==> src/hw/rtl/mm3_pkg.sv <==
// mm3_pkg: shared types, constants and helper functions for the MurmurHash3
// x86 128-bit hash block. No dependencies.
`timescale 1ns / 1ps
`default_nettype none

package mm3_pkg;

	typedef logic [31:0] word_t;

	localparam word_t SEED_RST = 32'hfd14deff;

	// block/tail scramble constants
	localparam word_t MC1 = 32'h239b961b;
	localparam word_t MC2 = 32'hab0e9789;
	localparam word_t MC3 = 32'h38b34ae5;
	localparam word_t MC4 = 32'ha1e38b93;

	// fmix constants
	localparam word_t FM1 = 32'h85ebca6b;
	localparam word_t FM2 = 32'hc2b2ae35;

	localparam word_t MUL_ZERO = 32'd0;
	localparam word_t MUL_ONE  = 32'd1;
	localparam word_t MUL_FIVE = 32'd5;

	// per-lane tables, indexed by lane number
	localparam word_t CA_TBL [4] = '{MC1, MC2, MC3, MC4};
	localparam word_t CB_TBL [4] = '{MC2, MC3, MC4, MC1};
	localparam word_t KC_TBL [4] = '{32'h561ccd1b, 32'h0bcaa747, 32'h96cd1c35, 32'h32ac3b17};
	localparam logic [4:0] RA_TBL [4] = '{5'd15, 5'd16, 5'd17, 5'd18};
	localparam logic [4:0] RB_TBL [4] = '{5'd19, 5'd17, 5'd15, 5'd13};

	typedef enum logic [2:0] {
		ST_IDLE,
		ST_BLOCK,
		ST_TAIL,
		ST_SUM,
		ST_FMIX,
		ST_OUTADD,
		ST_DONE
	} state_t;

	// multiplicand source of the multiply-add unit
	typedef enum logic [2:0] {
		A_WORD,
		A_ACC_ROT,
		A_MIX,
		A_TAIL,
		A_LANE,
		A_ACC,
		A_XS16,
		A_XS13
	} asel_t;

	// addend source
	typedef enum logic [2:0] {
		C_ZERO,
		C_R1,
		C_R2,
		C_R3,
		C_KONST,
		C_SUM
	} csel_t;

	// value shifted into the lane ring
	typedef enum logic {
		R_ACC,
		R_XS16
	} rsel_t;

	typedef struct packed {
		logic       busy;
		logic       mac_en;
		asel_t      a_sel;
		word_t      b;
		csel_t      c_sel;
		word_t      kc;
		logic [4:0] rot;
		logic [1:0] lane;
		logic       masked;
		logic       ring_rot;
		rsel_t      ring_in;
		logic       sum_ld;
		logic       out_ld;
	} ctl_t;

	function automatic word_t rotl(input word_t x, input logic [4:0] r);
		logic [63:0] t;
		t = {x, x} << r;
		return t[63:32];
	endfunction

	function automatic word_t xs16(input word_t x);
		return x ^ (x >> 16);
	endfunction

	function automatic word_t xs13(input word_t x);
		return x ^ (x >> 13);
	endfunction

endpackage

`default_nettype wire

==> src/hw/rtl/mm3_mac.sv <==
// mm3_mac: shared 32-bit multiply-add unit with registered result.
// Depends on mm3_pkg.
`timescale 1ns / 1ps
`default_nettype none

module mm3_mac
	import mm3_pkg::*;
(
	input  wire   clk,
	input  wire   en,
	input  word_t a,
	input  word_t b,
	input  word_t c,
	output word_t acc
);

	// low word of the product only; everything is modulo 2^32
	word_t prod;
	word_t acc_q;

	assign prod = a * b;

	always_ff @(posedge clk) begin
		if (en) begin
			acc_q <= prod + c;
		end
	end

	assign acc = acc_q;

endmodule

`default_nettype wire

==> src/hw/rtl/mm3_seq.sv <==
// mm3_seq: step sequencer that drives the shared multiply-add unit and the
// lane ring through block mix, tail, cross-add, fmix and output. Uses mm3_pkg.
`timescale 1ns / 1ps
`default_nettype none

module mm3_seq
	import mm3_pkg::*;
(
	input  wire  clk,
	input  wire  arst_n,
	input  wire  blk_go,
	input  wire  fin_go,
	input  wire  out_free,
	output ctl_t ctl
);

	state_t     state_q, state_d;
	logic [1:0] lane_q, lane_d;
	logic [2:0] ph_q, ph_d;
	logic       fin_q, fin_d;
	logic       pass_q, pass_d;
	word_t      lane_gate;

	always_ff @(posedge clk or negedge arst_n) begin
		if (!arst_n) begin
			state_q <= ST_IDLE;
			lane_q  <= 2'd0;
			ph_q    <= 3'd0;
			fin_q   <= 1'b0;
			pass_q  <= 1'b0;
		end else begin
			state_q <= state_d;
			lane_q  <= lane_d;
			ph_q    <= ph_d;
			fin_q   <= fin_d;
			pass_q  <= pass_d;
		end
	end

	// lane 0 takes the sum alone, the others add it
	assign lane_gate = (lane_q == 2'd0) ? MUL_ZERO : MUL_ONE;

	always_comb begin
		state_d = state_q;
		lane_d  = lane_q;
		ph_d    = ph_q + 3'd1;
		fin_d   = fin_q;
		pass_d  = pass_q;

		ctl        = '0;
		ctl.busy   = (state_q != ST_IDLE);
		ctl.lane   = lane_q;
		ctl.masked = (state_q == ST_TAIL);
		ctl.a_sel  = A_ACC;
		ctl.c_sel  = C_ZERO;
		ctl.ring_in = R_ACC;
		ctl.b      = MUL_ONE;

		case (state_q)
			ST_IDLE: begin
				ph_d   = 3'd0;
				lane_d = 2'd0;
				if (blk_go) begin
					state_d = ST_BLOCK;
					fin_d   = fin_go;
				end else if (fin_go) begin
					state_d = ST_TAIL;
				end
			end

			ST_BLOCK, ST_TAIL: begin
				case (ph_q)
					3'd0: begin
						ctl.mac_en = 1'b1;
						ctl.a_sel  = A_WORD;
						ctl.b      = CA_TBL[lane_q];
					end
					3'd1: begin
						ctl.mac_en = 1'b1;
						ctl.a_sel  = A_ACC_ROT;
						ctl.rot    = RA_TBL[lane_q];
						ctl.b      = CB_TBL[lane_q];
					end
					3'd2: begin
						ctl.mac_en = 1'b1;
						if (state_q == ST_BLOCK) begin
							ctl.a_sel = A_MIX;
							ctl.rot   = RB_TBL[lane_q];
							ctl.c_sel = C_R1;
						end else begin
							ctl.a_sel = A_TAIL;
						end
					end
					3'd3: begin
						if (state_q == ST_BLOCK) begin
							ctl.mac_en = 1'b1;
							ctl.b      = MUL_FIVE;
							ctl.c_sel  = C_KONST;
							ctl.kc     = KC_TBL[lane_q];
						end
					end
					default: ;
				endcase
				// last step of a lane: shift the new value into the ring
				if ((state_q == ST_BLOCK && ph_q == 3'd4) ||
				    (state_q == ST_TAIL && ph_q == 3'd3)) begin
					ctl.ring_rot = 1'b1;
					ph_d         = 3'd0;
					lane_d       = lane_q + 2'd1;
					if (lane_q == 2'd3) begin
						if (state_q == ST_TAIL) begin
							state_d = ST_SUM;
						end else if (fin_q) begin
							state_d = ST_TAIL;
							fin_d   = 1'b0;
						end else begin
							state_d = ST_IDLE;
						end
					end
				end
			end

			ST_SUM: begin
				case (ph_q)
					3'd0: begin
						ctl.mac_en = 1'b1;
						ctl.a_sel  = A_LANE;
						ctl.c_sel  = C_R1;
					end
					3'd1: begin
						ctl.mac_en = 1'b1;
						ctl.c_sel  = C_R2;
					end
					3'd2: begin
						ctl.mac_en = 1'b1;
						ctl.c_sel  = C_R3;
					end
					default: begin
						ctl.sum_ld = 1'b1;
						ph_d       = 3'd0;
						state_d    = pass_q ? ST_OUTADD : ST_FMIX;
					end
				endcase
			end

			ST_FMIX: begin
				case (ph_q)
					3'd0: begin
						ctl.mac_en = 1'b1;
						ctl.a_sel  = A_LANE;
						ctl.b      = lane_gate;
						ctl.c_sel  = C_SUM;
					end
					3'd1: begin
						ctl.mac_en = 1'b1;
						ctl.a_sel  = A_XS16;
						ctl.b      = FM1;
					end
					3'd2: begin
						ctl.mac_en = 1'b1;
						ctl.a_sel  = A_XS13;
						ctl.b      = FM2;
					end
					default: begin
						ctl.ring_rot = 1'b1;
						ctl.ring_in  = R_XS16;
						ph_d         = 3'd0;
						lane_d       = lane_q + 2'd1;
						if (lane_q == 2'd3) begin
							state_d = ST_SUM;
							pass_d  = 1'b1;
						end
					end
				endcase
			end

			ST_OUTADD: begin
				if (ph_q == 3'd0) begin
					ctl.mac_en = 1'b1;
					ctl.a_sel  = A_LANE;
					ctl.b      = lane_gate;
					ctl.c_sel  = C_SUM;
				end else begin
					ctl.ring_rot = 1'b1;
					ph_d         = 3'd0;
					lane_d       = lane_q + 2'd1;
					if (lane_q == 2'd3) begin
						state_d = ST_DONE;
					end
				end
			end

			ST_DONE: begin
				ph_d = 3'd0;
				if (out_free) begin
					ctl.out_ld = 1'b1;
					pass_d     = 1'b0;
					state_d    = ST_IDLE;
				end
			end

			default: begin
				state_d = ST_IDLE;
			end
		endcase
	end

endmodule

`default_nettype wire

==> src/hw/rtl/murmur3_x86_128_hash.sv <==
// murmur3_x86_128_hash: byte-stream MurmurHash3 x86 128-bit hasher, top level.
// Depends on mm3_pkg, mm3_mac and mm3_seq.
// Bytes transfer at one per cycle while input is not stalled; the 16th byte of
// a block stalls input for four lanes of five steps on the one multiply-add
// unit. A last item stalls input until its result reaches the output register
// (after the block mix if it also closes a block); the block then takes input
// again while the result waits in the output register.
// Reset (arst_n low, asynchronous) clears control state and sets the seed.
`timescale 1ns / 1ps
`default_nettype none

module murmur3_x86_128_hash
	import mm3_pkg::*;
(
	input  wire         clk,
	input  wire         arst_n,
	// seed register
	input  wire         cfg_we,
	input  wire  [31:0] cfg_wdata,
	// byte input
	input  wire         in_valid,
	output logic        in_stall,
	input  wire  [7:0]  data_byte,
	input  wire         has_byte,
	input  wire         last,
	// hash output
	output logic        out_valid,
	input  wire         out_stall,
	output logic [31:0] lane1,
	output logic [31:0] lane2,
	output logic [31:0] lane3,
	output logic [31:0] lane4
);

	ctl_t       ctl;
	word_t      acc;
	word_t      mac_a;
	word_t      mac_c;

	word_t      seed_q;
	word_t      cnt_q;
	logic       in_msg_q;
	logic [7:0] buf_q [16];
	word_t      ring_q [4];
	word_t      sum_q;
	word_t      out_q [4];
	logic       out_valid_q;

	logic       xfer_in;
	logic       seed_ld;
	logic       blk_go;
	logic       fin_go;
	logic       out_free;
	logic       tail_need;
	word_t      blk_word [4];
	word_t      word_sel;

	// input transfer and sequence triggers
	assign in_stall = ctl.busy;
	assign xfer_in  = in_valid && !in_stall;
	assign seed_ld  = xfer_in && (has_byte || last) && !in_msg_q;
	// byte that fills the 16-byte block
	assign blk_go   = xfer_in && has_byte && (cnt_q[3:0] == 4'hf);
	assign fin_go   = xfer_in && last;
	assign out_free = !out_valid_q || !out_stall;

	mm3_seq u_seq (
		.clk      (clk),
		.arst_n   (arst_n),
		.blk_go   (blk_go),
		.fin_go   (fin_go),
		.out_free (out_free),
		.ctl      (ctl)
	);

	// Little-endian words of the block. In the tail only bytes below the
	// fill level count; stale bytes of an earlier block read as zero.
	always_comb begin
		for (int j = 0; j < 4; j++) begin
			blk_word[j] = '0;
			for (int k = 0; k < 4; k++) begin
				if (!ctl.masked || (4'(j * 4 + k) < cnt_q[3:0])) begin
					blk_word[j][8 * k +: 8] = buf_q[j * 4 + k];
				end
			end
		end
	end

	assign word_sel  = blk_word[ctl.lane];
	// a tail word exists for lane j when more than 4*j bytes are left
	assign tail_need = (cnt_q[3:0] > {ctl.lane, 2'b00});

	// operand selection for the shared unit
	always_comb begin
		case (ctl.a_sel)
			A_WORD:    mac_a = word_sel;
			A_ACC_ROT: mac_a = rotl(acc, ctl.rot);
			A_MIX:     mac_a = rotl(ring_q[0] ^ acc, ctl.rot);
			// tail scramble and the length fold in one step
			A_TAIL:    mac_a = ring_q[0] ^ cnt_q ^ (tail_need ? acc : '0);
			A_LANE:    mac_a = ring_q[0];
			A_ACC:     mac_a = acc;
			A_XS16:    mac_a = xs16(acc);
			A_XS13:    mac_a = xs13(acc);
			default:   mac_a = acc;
		endcase
	end

	always_comb begin
		case (ctl.c_sel)
			C_ZERO:  mac_c = '0;
			C_R1:    mac_c = ring_q[1];
			C_R2:    mac_c = ring_q[2];
			C_R3:    mac_c = ring_q[3];
			C_KONST: mac_c = ctl.kc;
			C_SUM:   mac_c = sum_q;
			default: mac_c = '0;
		endcase
	end

	mm3_mac u_mac (
		.clk (clk),
		.en  (ctl.mac_en),
		.a   (mac_a),
		.b   (ctl.b),
		.c   (mac_c),
		.acc (acc)
	);

	// control state
	always_ff @(posedge clk or negedge arst_n) begin
		if (!arst_n) begin
			seed_q      <= SEED_RST;
			cnt_q       <= '0;
			in_msg_q    <= 1'b0;
			out_valid_q <= 1'b0;
		end else begin
			if (cfg_we) begin
				seed_q <= cfg_wdata;
			end
			if (ctl.out_ld) begin
				cnt_q    <= '0;
				in_msg_q <= 1'b0;
			end else begin
				if (xfer_in && has_byte) begin
					cnt_q <= cnt_q + 32'd1;
				end
				if (seed_ld) begin
					in_msg_q <= 1'b1;
				end
			end
			if (ctl.out_ld) begin
				out_valid_q <= 1'b1;
			end else if (!out_stall) begin
				out_valid_q <= 1'b0;
			end
		end
	end

	// block buffer
	always_ff @(posedge clk) begin
		if (xfer_in && has_byte) begin
			buf_q[cnt_q[3:0]] <= data_byte;
		end
	end

	// Lane ring: position 0 is the lane being worked on. Each lane's result
	// enters at position 3, so after four lanes the order is restored and
	// position 1 always holds the next lane (already updated for lane 3).
	always_ff @(posedge clk) begin
		if (seed_ld) begin
			for (int i = 0; i < 4; i++) begin
				ring_q[i] <= seed_q;
			end
		end else if (ctl.ring_rot) begin
			ring_q[0] <= ring_q[1];
			ring_q[1] <= ring_q[2];
			ring_q[2] <= ring_q[3];
			ring_q[3] <= (ctl.ring_in == R_XS16) ? xs16(acc) : acc;
		end
	end

	// cross-add sum (final lane 1)
	always_ff @(posedge clk) begin
		if (ctl.sum_ld) begin
			sum_q <= acc;
		end
	end

	// output register
	always_ff @(posedge clk) begin
		if (ctl.out_ld) begin
			for (int i = 0; i < 4; i++) begin
				out_q[i] <= ring_q[i];
			end
		end
	end

	assign out_valid = out_valid_q;
	assign lane1     = out_q[0];
	assign lane2     = out_q[1];
	assign lane3     = out_q[2];
	assign lane4     = out_q[3];

endmodule

`default_nettype wire

==> config.mk <==
export PLATFORM = sky130hd
export DESIGN_NAME = murmur3_x86_128_hash
export DESIGN_NICKNAME = d
export VERILOG_FILES = /design/src/hw/rtl/mm3_pkg.sv /design/src/hw/rtl/mm3_mac.sv /design/src/hw/rtl/mm3_seq.sv /design/src/hw/rtl/murmur3_x86_128_hash.sv
export SDC_FILE = /design/constraint.sdc
export NUM_CORES = 2
export LEC_CHECK = 0
export ABC_AREA = 1
export BUFFER_PORTS_ARGS = -buffer_cell sky130_fd_sc_hd__buf_2
export CAP_MARGIN = 20
export CORE_UTILIZATION = 35
export CTS_BUF_LIST = sky130_fd_sc_hd__clkbuf_2
export CTS_CLUSTER_DIAMETER = 30
export DETAILED_ROUTE_END_ITERATION = 10
export PLACE_DENSITY = 0.58
export RECOVER_POWER = 50
export SKIP_LAST_GASP = 1
export SLEW_MARGIN = 40
export SYNTH_ARGS = -nofsm -noshare
export SYNTH_HDL_FRONTEND = slang
export SYNTH_HIERARCHICAL = 1
export SYNTH_SLANG_ARGS = --single-unit
==> constraint.sdc <==
create_clock -name clk -period 18.21 [get_ports clk]
set_input_delay 2.7315 -clock clk [delete_from_list [all_inputs] [get_ports clk]]
set_output_delay 2.7315 -clock clk [all_outputs]
set_load 0.005 [all_outputs]
==> metrics <==
vias in the first global route=36805; pin count of the biggest net entering global routing=77; failing checks=capacitance limit, slew limit; Mapped Area=44900 um2; total grt overflow=0; post-synth top area share=29.9%; Seq/Total Area, Yosys=34.2%; Synth area leader=edfxtp_1; routed via count=36989; worst hold-check path type=flip-flop to flip-flop; Yosys reg bits=524; number of buffers created by CTS=137; Clock Skew=0.159 ns; overall routed net length=156 mm; post_cts resized=0; Fin Setup TNS=0 ns; Slew headroom=-192%; Buffers & Inverters on Critical Path=16; # rows=131; drt first pass iters=5; Starting Density=35.2%; Ys Warns=6; crit path max-delay cell type=a2111oi_0; Top FF cell, synth=edfxtp_1; initial antenna violation count=5; share of cells above drive strength 1=11.0%; # port buffers=176; chip width=360 um; fill count=13167; most frequent cell after synthesis=nand2_1; critical path's most frequent cell=inv_1; Vias per Instance=5.15; final worst slack=6.87 ns; Worst path depth=44; post-synth cell types=68; status=finished with violations; Commonest cells post-synth=nand2_1, inv_1, nand3_1; Syn Inst Count=5294; register clock-pin slew on the reported worst setup and hold paths=0.11 ns; final setup fails=0; CTS tree=done; delay-heaviest family, CP=adder cells; ys async rst share=14.5%; CTS Sinks=524; MaxCap Viol Count=7; Final Cycle Share=62.3%; full die area=130000 um2; CTS H-tree lvls=4; Synth Area per Inst=8.49 um2; reg-to-reg startpoint=u_seq/ph_q[0]; top area cells in the synthesized netlist=edfxtp_1, fa_1, nand2_1; CP startpoint=u_seq/ph_q[0]; Post-synth EDFFs=448; Max Clock Freq=88.2 MHz; Root Buffer Master=clkbuf_2; FF-to-FF End=u_mac/acc[28]; worst-skew pair later-pin latency=1.46 ns; DP Worst Slack=7.03 ns; fin nets=6041; reg2reg setup slack=6.87 ns; critical path's largest stage delay=0.77 ns; WP data arrival=12.43 ns; HPWL Detailed=119 mm; critical path type=flip-flop to flip-flop; Area Overhead vs Synth=8.14%; CP endpoint=u_mac/acc[28]; hold path cells=0; RSZ-0062 raised after global routing=false; GP Congestion=1.03; number of remaining DRC errors=0; height of the die=360 um; startpoint types=flip-flop; IO Pins=177; Tot GR Track Use=24.1%; type of destination of the critical path=flip-flop; wire length per cell=21.7 um; R2R depth=44; fin crit period=11.34 ns; clk buf depth=3; Slew @ Worst Pin=4.38 ns; setup bufs post-CTS=0; Post-CTS Hold Buffers=0; final hold violations=0; crit path max fanout=61; ANT nets after route=0; drt initial violations=3823; synthesized net count=5919; Critical Path RT=19.30 ns; first-pass GRT wire length=234 mm; Max Transition Viols Final=314; Core ar.=128000 um2
flip-flops by register name, summed over array words and instances, names as in the netlist, 2 cells and up:
register,flops
seed_q,32
u_seq/ph_q,3
buf_q,128
ring_q,128
sum_q,32
u_mac/acc,32
cnt_q,32
u_seq/state_q,3
u_seq/lane_q,2
out_q,128
cells in the final DEF, fill, tap and decap left out, types with 5 or more instances in the layout:
cell	netlist	routed
ha_1	140	140
o221ai_1	12	12
nor4_1	5	5
dfrtp_1	53	52
nand3_1	643	645
nor3_1	45	41
o21ai_0	142	142
nor2_4	9	8
nand4_1	71	71
o22ai_1	52	52
o211ai_1	13	13
inv_2	18	24
mux2_2	32	32
nor3b_1	7	7
clkbuf_1	152	22
a21o_1	5	5
nor3_2	3	7
clkinv_1	4	26
nand2_2	15	18
xnor2_1	59	59
a21oi_2	3	6
clkinvlp_4	0	5
edfxtp_1	448	448
nor2_1	140	139
buf_4	40	67
fa_1	438	438
xor2_1	42	42
buf_2	37	166
clkinv_2	0	14
clkbuf_2	3	195
nand3b_1	34	34
nand2_1	1229	1225
a21oi_1	66	61
a211oi_1	9	9
inv_1	1169	1165
dfstp_2	23	23
nor2_2	5	7
a31oi_1	11	11
o21ai_1	14	15
layer usage:
layer	vias up	global-route usage [%]	share of wire (%)
met1	18348	33.2	43
met5	-	0	0.0096
li1	16906	-	-
met3	209	3.87	7.6
met4	2	9.11	3.6
met2	1524	38.0	46
logic make-up (layout without fill, tap and decap cells):
family | Yosys count | count (layout) | share of synthesized area, %
AOI/OAI and AO/OA | 366 | 366 | 4.86
xor gates and xnor gates | 101 | 101 | 1.97
adders and majority gates | 578 | 578 | 23.4
buffers and inverters | 1466 | 1695 | 12.8
DFF | 524 | 524 | 34.2
muxes | 32 | 32 | 0.802
other | 1 | 5 | 0.00834
and+or+nand+nor | 2226 | 2226 | 21.9
layout make-up:
type	instances	area [um2]	area share, %
clock buffers	195	976	2.01
inverters	1191	4470	9.20
well taps	1662	2080	4.28
clock inverters	51	332	0.682
flip-flops and latches	524	15400	31.7
repair buffers	258	1470	3.02
multi-input cells	3304	23900	49.1
diodes	4	10.0	0.0206
worst min-delay path by stage:
stage	endpoint	slack (ns)	from
final	out_q[3][31]	0.44	ring_q[3][31]
after global placement	u_seq/fin_q	0.46	u_seq/fin_q
after global routing	out_q[2][20]	0.47	ring_q[2][20]
after CTS	out_q[3][31]	0.44	ring_q[3][31]
after floorplan	sum_q[13]	0.42	u_mac/acc[13]
after detailed placement	out_q[2][29]	0.47	ring_q[2][29]
per-stage QoR:
step | instance area [um2] | instances | hold slack (ns) | utilization, %
floorplan | 44900 | 5294 | 0.424 | -
global placement | 47300 | 6937 | 0.458 | 37.1
detailed placement | 47400 | 6938 | 0.470 | 37.2
CTS | 48700 | 7184 | 0.440 | 38.2
global route | 48600 | 7189 | 0.473 | 38.1
finish | 48600 | 7189 | 0.444 | 38.1
Power is left out: the tool's default activity adds up to more than one toggle a clock period on the data nets, which glitch-free logic cannot reach.
